### config.mk
export PLATFORM = sky130hd
export DESIGN_NAME = lamp_command_decoder_unit
export DESIGN_NICKNAME = d
export VERILOG_FILES = /design/src/rtl/core/lcd_pkg.sv /design/src/rtl/core/lcd_front.sv /design/src/rtl/core/lcd_queue.sv /design/src/rtl/core/lcd_back.sv /design/src/rtl/core/lamp_command_decoder_unit.sv
export SDC_FILE = /design/constraint.sdc
export NUM_CORES = 1
export LEC_CHECK = 0
export BUFFER_PORTS_ARGS = -buffer_cell sky130_fd_sc_hd__buf_4
export CORE_ASPECT_RATIO = 1.5
export CORE_UTILIZATION = 63
export DETAILED_ROUTE_END_ITERATION = 6
export HOLD_SLACK_MARGIN = 0.08
export PLACE_DENSITY = 0.82
export SYNTH_ARGS = -nofsm -noshare
export SYNTH_HDL_FRONTEND = slang
export SYNTH_HIERARCHICAL = 1
export SYNTH_SLANG_ARGS = --single-unit
### constraint.sdc
create_clock -name clk -period 8.4 [get_ports clk]
set_clock_uncertainty 0.1 [all_clocks]
set_input_delay 0.42 -clock clk [delete_from_list [all_inputs] [get_ports clk]]
set_output_delay 0.42 -clock clk [all_outputs]
set_load 0.1 [all_outputs]
### src/rtl/core/lcd_pkg.sv
// Shared types and constants for the lamp command decoder.
// No dependencies; every module of the decoder imports this package.
package lcd_pkg;

    localparam int MSG_DEPTH = 5;
    localparam int POS_W     = 3;
    localparam int QDEPTH    = 2;
    localparam int QAW       = $clog2(QDEPTH);
    localparam int QCW       = $clog2(QDEPTH + 1);

    localparam logic [7:0]  END_BYTE       = 8'h0A;
    localparam logic [7:0]  CH_COLOR       = 8'h63;  // 'c'
    localparam logic [7:0]  CH_INTERVAL    = 8'h69;  // 'i'
    localparam logic [7:0]  CH_RAND_SET    = 8'h52;  // 'R'
    localparam logic [7:0]  CH_RAND_CLR    = 8'h72;  // 'r'
    localparam logic [7:0]  CH_LIGHT_SET   = 8'h4C;  // 'L'
    localparam logic [7:0]  CH_LIGHT_CLR   = 8'h6C;  // 'l'
    localparam logic [7:0]  CH_PUMP_SET    = 8'h50;  // 'P'
    localparam logic [7:0]  CH_PUMP_CLR    = 8'h70;  // 'p'
    localparam logic [7:0]  CH_WAVE_FIRST  = 8'h31;  // '1'
    localparam logic [7:0]  CH_WAVE_LAST   = 8'h35;  // '5'

    localparam logic [7:0]  LEVEL_RESET    = 8'hFF;
    localparam logic [31:0] INTERVAL_RESET = 32'd1500;
    localparam logic [15:0] ROUND_HALF     = 16'd127;

    typedef enum logic [3:0] {
        OP_NONE,
        OP_COLOR,
        OP_INTERVAL,
        OP_RAND_SET,
        OP_RAND_CLR,
        OP_LIGHT_SET,
        OP_LIGHT_CLR,
        OP_PUMP_SET,
        OP_PUMP_CLR,
        OP_WAVE
    } op_t;

    typedef struct packed {
        op_t             op;
        logic [2:0]      wave;
        logic [3:0][7:0] arg;   // message bytes 1..4, arg[0] is byte 1
        logic            done;
    } cmd_t;

    typedef enum logic {
        BK_RUN,
        BK_SCALE
    } bk_state_t;

    // floor(x / 255) for x below 65280
    function automatic logic [7:0] div255(input logic [15:0] x);
        logic [16:0] s;
        s = {1'b0, x} + {9'b0, x[15:8]} + 17'd1;
        return s[15:8];
    endfunction

endpackage

### src/rtl/core/lcd_front.sv
// Front part: collects message bytes and classifies a finished message.
// Depends on lcd_pkg; pushes one cmd_t per accepted byte into lcd_queue.
module lcd_front
    import lcd_pkg::*;
(
    input  logic       clk,
    input  logic       rst_n,
    input  logic [7:0] rx_byte,
    input  logic       in_valid,
    output logic       in_ready,
    input  logic       q_full,
    output logic       q_push,
    output cmd_t       q_entry
);

    logic [7:0]       msg_reg  [MSG_DEPTH];
    logic [7:0]       msg_view [MSG_DEPTH];
    logic [POS_W-1:0] pos_reg;
    logic [POS_W-1:0] pos_next;
    logic             accept;
    logic             is_end;
    logic             pos_open;
    logic [7:0]       code;

    assign in_ready = !q_full;
    assign accept   = in_valid && in_ready;
    assign q_push   = accept;
    assign is_end   = (rx_byte == END_BYTE);
    assign pos_open = (pos_reg < POS_W'(MSG_DEPTH));

    // message as it stands once this byte is stored
    always_comb
    begin
        for (int i = 0; i < MSG_DEPTH; i++)
        begin
            msg_view[i] = (pos_open && pos_reg == POS_W'(i)) ? rx_byte : msg_reg[i];
        end
    end

    assign code = msg_view[0];

    always_comb
    begin
        q_entry.arg  = {msg_view[4], msg_view[3], msg_view[2], msg_view[1]};
        q_entry.done = is_end;
        q_entry.wave = 3'(code - CH_WAVE_FIRST);
        q_entry.op   = OP_NONE;
        if (is_end)
        begin
            case (code)
                CH_COLOR:     q_entry.op = OP_COLOR;
                CH_INTERVAL:  q_entry.op = OP_INTERVAL;
                CH_RAND_SET:  q_entry.op = OP_RAND_SET;
                CH_RAND_CLR:  q_entry.op = OP_RAND_CLR;
                CH_LIGHT_SET: q_entry.op = OP_LIGHT_SET;
                CH_LIGHT_CLR: q_entry.op = OP_LIGHT_CLR;
                CH_PUMP_SET:  q_entry.op = OP_PUMP_SET;
                CH_PUMP_CLR:  q_entry.op = OP_PUMP_CLR;
                default:
                begin
                    if (code >= CH_WAVE_FIRST && code <= CH_WAVE_LAST)
                    begin
                        q_entry.op = OP_WAVE;
                    end
                end
            endcase
        end
    end

    always_comb
    begin
        pos_next = pos_reg;
        if (is_end)
        begin
            pos_next = '0;
        end
        else if (pos_open)
        begin
            pos_next = pos_reg + POS_W'(1);
        end
    end

    always_ff @(posedge clk or negedge rst_n)
    begin
        if (!rst_n)
        begin
            pos_reg <= '0;
            for (int i = 0; i < MSG_DEPTH; i++)
            begin
                msg_reg[i] <= '0;
            end
        end
        else if (accept)
        begin
            pos_reg <= pos_next;
            for (int i = 0; i < MSG_DEPTH; i++)
            begin
                msg_reg[i] <= msg_view[i];
            end
        end
    end

endmodule

### src/rtl/core/lcd_queue.sv
// Short command queue between the front and back parts.
// Depends on lcd_pkg for cmd_t and the queue depth.
module lcd_queue
    import lcd_pkg::*;
(
    input  logic clk,
    input  logic rst_n,
    input  logic push,
    input  cmd_t push_entry,
    input  logic pop,
    output cmd_t head,
    output logic empty,
    output logic full
);

    cmd_t           entry_reg [QDEPTH];
    logic [QAW-1:0] wr_ptr_reg;
    logic [QAW-1:0] rd_ptr_reg;
    logic [QCW-1:0] count_reg;
    logic [QCW-1:0] count_next;

    assign empty = (count_reg == '0);
    assign full  = (count_reg == QCW'(QDEPTH));
    assign head  = entry_reg[rd_ptr_reg];

    always_comb
    begin
        count_next = count_reg;
        if (push && !pop)
        begin
            count_next = count_reg + QCW'(1);
        end
        else if (pop && !push)
        begin
            count_next = count_reg - QCW'(1);
        end
    end

    always_ff @(posedge clk or negedge rst_n)
    begin
        if (!rst_n)
        begin
            wr_ptr_reg <= '0;
            rd_ptr_reg <= '0;
            count_reg  <= '0;
        end
        else
        begin
            count_reg <= count_next;
            if (push)
            begin
                wr_ptr_reg <= wr_ptr_reg + QAW'(1);
            end
            if (pop)
            begin
                rd_ptr_reg <= rd_ptr_reg + QAW'(1);
            end
        end
    end

    always_ff @(posedge clk)
    begin
        if (push)
        begin
            entry_reg[wr_ptr_reg] <= push_entry;
        end
    end

endmodule

### src/rtl/core/lcd_back.sv
// Back part: executes queued commands, holds the lamp settings and the result slot.
// Depends on lcd_pkg; reads commands from lcd_queue.
module lcd_back
    import lcd_pkg::*;
(
    input  logic        clk,
    input  logic        rst_n,
    input  cmd_t        head,
    input  logic        q_empty,
    output logic        q_pop,
    output logic [7:0]  red_out,
    output logic [7:0]  green_out,
    output logic [7:0]  blue_out,
    output logic [7:0]  alpha_out,
    output logic        light_on,
    output logic        pump_on,
    output logic [7:0]  pump_drive,
    output logic        random_on,
    output logic [2:0]  wave_out,
    output logic [31:0] interval_ms,
    output logic        periodic_on,
    output logic        message_done,
    output logic        out_valid,
    input  logic        out_ready
);

    bk_state_t        state_reg;
    bk_state_t        state_next;
    logic [7:0]       red_reg,   red_next;
    logic [7:0]       green_reg, green_next;
    logic [7:0]       blue_reg,  blue_next;
    logic [7:0]       alpha_reg, alpha_next;
    logic             light_reg, light_next;
    logic             pump_reg,  pump_next;
    logic             random_reg, random_next;
    logic [2:0]       wave_reg,  wave_next;
    logic [31:0]      interval_reg, interval_next;
    logic             done_reg,  done_next;
    logic             valid_reg, valid_next;
    logic [2:0][15:0] prod_reg,  prod_next;
    logic             slot_free;
    logic             load;

    assign slot_free = !valid_reg || out_ready;

    always_comb
    begin
        state_next = state_reg;
        case (state_reg)
            BK_RUN:
            begin
                if (slot_free && !q_empty && head.op == OP_COLOR)
                begin
                    state_next = BK_SCALE;
                end
            end
            BK_SCALE:
            begin
                if (slot_free)
                begin
                    state_next = BK_RUN;
                end
            end
            default: state_next = BK_RUN;
        endcase
    end

    always_comb
    begin
        red_next      = red_reg;
        green_next    = green_reg;
        blue_next     = blue_reg;
        alpha_next    = alpha_reg;
        light_next    = light_reg;
        pump_next     = pump_reg;
        random_next   = random_reg;
        wave_next     = wave_reg;
        interval_next = interval_reg;
        done_next     = done_reg;
        prod_next     = prod_reg;
        q_pop         = 1'b0;
        load          = 1'b0;
        case (state_reg)
            BK_RUN:
            begin
                if (slot_free && !q_empty)
                begin
                    q_pop     = 1'b1;
                    load      = (head.op != OP_COLOR);
                    done_next = head.done;
                    case (head.op)
                        OP_COLOR:
                        begin
                            random_next = 1'b0;
                            if (head.arg[3] != END_BYTE)
                            begin
                                alpha_next = head.arg[3];
                            end
                            for (int i = 0; i < 3; i++)
                            begin
                                prod_next[i] = {8'b0, head.arg[i]} * {8'b0, alpha_next}
                                             + ROUND_HALF;
                            end
                        end
                        OP_INTERVAL:  interval_next = head.arg;
                        OP_RAND_SET:  random_next = 1'b1;
                        OP_RAND_CLR:  random_next = 1'b0;
                        OP_LIGHT_SET: light_next = 1'b1;
                        OP_LIGHT_CLR: light_next = 1'b0;
                        OP_PUMP_SET:  pump_next = 1'b1;
                        OP_PUMP_CLR:  pump_next = 1'b0;
                        OP_WAVE:      wave_next = head.wave;
                        default:      ;
                    endcase
                end
            end
            BK_SCALE:
            begin
                if (slot_free)
                begin
                    load       = 1'b1;
                    red_next   = div255(prod_reg[0]);
                    green_next = div255(prod_reg[1]);
                    blue_next  = div255(prod_reg[2]);
                end
            end
            default: ;
        endcase
        valid_next = load ? 1'b1 : (out_ready ? 1'b0 : valid_reg);
    end

    always_ff @(posedge clk or negedge rst_n)
    begin
        if (!rst_n)
        begin
            state_reg    <= BK_RUN;
            red_reg      <= LEVEL_RESET;
            green_reg    <= LEVEL_RESET;
            blue_reg     <= LEVEL_RESET;
            alpha_reg    <= LEVEL_RESET;
            light_reg    <= 1'b1;
            pump_reg     <= 1'b0;
            random_reg   <= 1'b0;
            wave_reg     <= '0;
            interval_reg <= INTERVAL_RESET;
            done_reg     <= 1'b0;
            valid_reg    <= 1'b0;
        end
        else
        begin
            state_reg    <= state_next;
            red_reg      <= red_next;
            green_reg    <= green_next;
            blue_reg     <= blue_next;
            alpha_reg    <= alpha_next;
            light_reg    <= light_next;
            pump_reg     <= pump_next;
            random_reg   <= random_next;
            wave_reg     <= wave_next;
            interval_reg <= interval_next;
            done_reg     <= done_next;
            valid_reg    <= valid_next;
        end
    end

    always_ff @(posedge clk)
    begin
        prod_reg <= prod_next;
    end

    // settings only change when the slot is empty or being taken
    assign red_out      = red_reg;
    assign green_out    = green_reg;
    assign blue_out     = blue_reg;
    assign alpha_out    = alpha_reg;
    assign light_on     = light_reg;
    assign pump_on      = pump_reg;
    assign pump_drive   = pump_reg ? alpha_reg : 8'd0;
    assign random_on    = random_reg;
    assign wave_out     = wave_reg;
    assign interval_ms  = interval_reg;
    assign periodic_on  = (interval_reg != '0);
    assign message_done = done_reg;
    assign out_valid    = valid_reg;

endmodule

### src/rtl/core/lamp_command_decoder_unit.sv
// Lamp command decoder top level: front, command queue and back.
// Depends on lcd_pkg, lcd_front, lcd_queue and lcd_back.

// One received byte goes in per item and one result with the full lamp
// settings comes out per item. The front stores bytes 0 to 4 of a message
// and can take a byte every cycle while the two-entry queue has room. The
// back executes one queued item per cycle while its result slot is free or
// being taken. The newline of a colour command goes through BK_RUN, which
// forms the three 8x8 alpha products, and then BK_SCALE, which does the
// divide by 255. The result register lets the back take the next item in
// the cycle its current result is taken.
module lamp_command_decoder_unit
    import lcd_pkg::*;
(
    input  logic        clk,
    input  logic        rst_n,
    input  logic [7:0]  rx_byte,
    input  logic        in_valid,
    output logic        in_ready,
    output logic [7:0]  red_out,
    output logic [7:0]  green_out,
    output logic [7:0]  blue_out,
    output logic [7:0]  alpha_out,
    output logic        light_on,
    output logic        pump_on,
    output logic [7:0]  pump_drive,
    output logic        random_on,
    output logic [2:0]  wave_out,
    output logic [31:0] interval_ms,
    output logic        periodic_on,
    output logic        message_done,
    output logic        out_valid,
    input  logic        out_ready
);

    cmd_t push_entry;
    cmd_t head;
    logic push;
    logic pop;
    logic q_empty;
    logic q_full;

    lcd_front u_front (
        .clk      (clk),
        .rst_n    (rst_n),
        .rx_byte  (rx_byte),
        .in_valid (in_valid),
        .in_ready (in_ready),
        .q_full   (q_full),
        .q_push   (push),
        .q_entry  (push_entry)
    );

    lcd_queue u_queue (
        .clk        (clk),
        .rst_n      (rst_n),
        .push       (push),
        .push_entry (push_entry),
        .pop        (pop),
        .head       (head),
        .empty      (q_empty),
        .full       (q_full)
    );

    lcd_back u_back (
        .clk          (clk),
        .rst_n        (rst_n),
        .head         (head),
        .q_empty      (q_empty),
        .q_pop        (pop),
        .red_out      (red_out),
        .green_out    (green_out),
        .blue_out     (blue_out),
        .alpha_out    (alpha_out),
        .light_on     (light_on),
        .pump_on      (pump_on),
        .pump_drive   (pump_drive),
        .random_on    (random_on),
        .wave_out     (wave_out),
        .interval_ms  (interval_ms),
        .periodic_on  (periodic_on),
        .message_done (message_done),
        .out_valid    (out_valid),
        .out_ready    (out_ready)
    );

endmodule

==> flow_metrics.py <==
metrics = {
    "placed_design": {
        "dp_slack_ns": 1.607,
        "hpwl_um": 26940,
        "gp_congestion": 0.9103,
        "portBuffers": 93,
    },
    "synth": {
        "synth_edf_count": 128,
        "synth_seq_cells": 248,
        "synth_cell_types": 73,
        "synth_common_cells": "nand2_1 (246), inv_1 (207), ha_1 (134), edfxtp_1 (128), fa_1 (126)",
        "synth_most_common_cell": "nand2_1",
        "syn_nets": 1895,
        "yosysWarningCount": 6,
        "synth_top_cells_by_area": "edfxtp_1 (22%), fa_1 (14%), dfrtp_1 (11%)",
        "netlist_area_sq_mm": 0.01782,
        "async_flop_share_pct": 48.39,
        "synth_cells": 1623,
        "synth_ff_type": "edfxtp_1",
        "ys_seq_area_share_pct": 38.69,
        "synth_top_area_cell": "edfxtp_1",
        "synth_top_area_share_pct": 21.57,
        "syn_avg_cell_area_sq_um": 10.98,
    },
    "finish": {
        "area_growth_syn_to_layout_pct": 9.786,
        "num-fill-cells": 1976,
        "diodes": 0,
        "drive_gt1_share_pct": 18.74,
        "nNetsFinal": 1972,
        "largest_reg_flops": 80,
    },
    "route": {
        "drc": 0,
        "drtAntennaViolNets": 0,
        "drt-initial-drc-count": 537,
        "wl_um": 36680,
        "vias": 11799,
        "post_drt_via_cell_ratio": 5.717,
        "drt_first_pass_iters": 5,
        "wl_per_cell_um": 17.77,
    },
    "sta": {
        "rsz0062_at_grt": "no",
        "whs_ns": 0.1152,
        "worst_slack_ns": 1.601,
        "max_freq_mhz": 147.1,
        "period_needed_ns": 6.799,
        "relSlewSlack_pct": 18.45,
        "tns_ns": 0,
        "worst_pin_slew_ns": 1.221,
        "period_share_pct": 80.94,
        "finalHoldViolations": 0,
        "slew_viol_final": 0,
        "finalSetupViolations": 0,
    },
    "setup_path": {
        "rr_worst_depth": 21,
        "cp.arrival_ns": 6.98,
        "crit_required_ns": 8.58,
        "crit_start": "u_queue/rd_ptr_reg",
        "reg2reg_slack_ns": 1.60,
        "end_kind": "register",
        "r2r-start": "u_queue/rd_ptr_reg",
        "crit_end": "u_back/prod_reg[47]",
        "r2r-end": "u_back/prod_reg[47]",
        "crit_fanout": 37,
        "start_kind": "register",
        "crit_type": "reg -> reg",
    },
    "floorplanning": {
        "rows": 75,
        "initial_core_util_pct": 63.95,
        "ios": 94,
        "die_h_um": 208,
        "core_area_sq_mm": 0.02787,
        "die-area_sq_mm": 0.02898,
        "die_w_um": 139.3,
    },
    "clock_tree": {
        "cts_tree": "done",
        "clock_tree.htree_level_count": 1,
        "cts.sinks": 248,
        "cts_root_buffer": "clkbuf_16",
        "clock_latency_ns": 0.54,
        "cts_buffers": 25,
        "clk_pin_slew_worst_paths_ns": 0.06,
        "cts.path.max_buffers": 3,
    },
    "global_route": {
        "overflow": 0,
        "grt_pass1_wl_um": 61070,
        "grt_max_degree": 64,
        "grt_pass1_vias": 12565,
        "grt_usage_pct": 26.47,
        "grt_antenna_before_repair": 0,
    },
    "status": {
        "status": "complete, no violations",
    },
    "run": {
        "cap_violations": 0,
    },
    "min_path": {
        "hp-class": "in -> reg",
    },
}
[through the flow]
stage / instances / utilization, % / area, sq um
final: 2064 / 70.21 / 19570
after CTS: 2064 / 70.21 / 19570
after floorplan: 1623 / - / 17820
after detailed placement: 2017 / 67.12 / 18710
after global routing: 2064 / 70.21 / 19570
after global placement: 2017 / 67.12 / 18710
[critical path: stages, from the launching register on]
cell	delay (ns)
dfrtp_2	0.44
buf_4	0.59
mux2_4	0.37
nand3_1	0.17
or3_1	0.16
o21a_1	0.66
nand2_1	0.18
fa_1	0.54
inv_1	0.05
fa_1	0.47
fa_1	0.49
inv_1	0.05
fa_1	0.53
inv_1	0.04
ha_1	0.34
and2_1	0.19
a311oi_2	0.32
a211oi_1	0.16
o31ai_2	0.28
nand2_1	0.08
a31oi_1	0.21
xnor2_1	0.10
[repair_timing]
action / in CTS / in global routing
hold endpoints to repair: 27 / 0
gates resized for setup: 0 / 0
hold buffers: 2 / 0
setup buffers: 0 / 0
[area by class of cell]
type,count,area [sq um],share of cell area (%)
Multi-Input combinational cell,1113,9833,50.25
Clock inverter,14,162.7,0.8313
Tap cell,346,432.9,2.212
Sequential cell,248,6898,35.25
Inverter,209,784.5,4.009
Timing Repair Buffer,103,778.2,3.977
Clock buffer,31,678.2,3.466
[worst min path at each step]
stage	endpoint	slack, ns	depth (start not counted)	startpoint
final	u_front/msg_reg[38]	0.12	2	rx_byte[6]
after global routing	u_front/msg_reg[38]	0.11	2	rx_byte[6]
after CTS	u_front/msg_reg[38]	0.10	2	rx_byte[6]
after detailed placement	u_front/msg_reg[28]	0.36	2	u_front/msg_reg[28]
after global placement	u_front/msg_reg[10]	0.35	2	u_front/msg_reg[10]
after floorplan	u_back/interval_ms[0]	0.02	0	rst_n
[per-layer routing]
| layer | routed length (um) | part of all wire [%] | vias to the layer above | global-route usage, % |
|---|---|---|---|---|
| li1 | - | - | 5521 | - |
| met1 | 13550 | 37 | 5846 | 28.33 |
| met2 | 19840 | 54 | 325 | 50.51 |
| met3 | 1686 | 4.6 | 107 | 3.521 |
| met4 | 1610 | 4.4 | 0 | 12.99 |
| met5 | 0 | 0 | - | 0 |
[kinds of logic (layout without fill, tap and decap cells)]
logic type	Yosys count	in the layout	synth area share, %
AND/OR/NAND/NOR	495	495	13.53
XOR/XNOR	63	63	3.096
multiplexers	128	128	8.951
adder cells (fa/ha/maj)	260	260	23.56
AO/OA/AOI/OAI	167	167	5.981
buffers and inverters	262	357	6.185
flip-flops	248	248	38.69
[placed cells by master, fill, tap and decap left out, types with 18 or more instances in the layout]
cell type	instances
a21o_1	19
a21oi_1	40
and2_1	118
buf_4	101
clkbuf_16	25
dfrtp_1	79
dfstp_2	40
edfxtp_1	128
fa_1	126
ha_1	134
inv_1	206
mux2_2	79
mux2_4	40
nand2_1	246
nand3_1	18
nor2_1	36
o21ai_0	47
xnor2_1	38
xor2_1	25
Power is left out: the tool's default activity adds up to more than one toggle a clock period on the data nets, which glitch-free logic cannot reach.
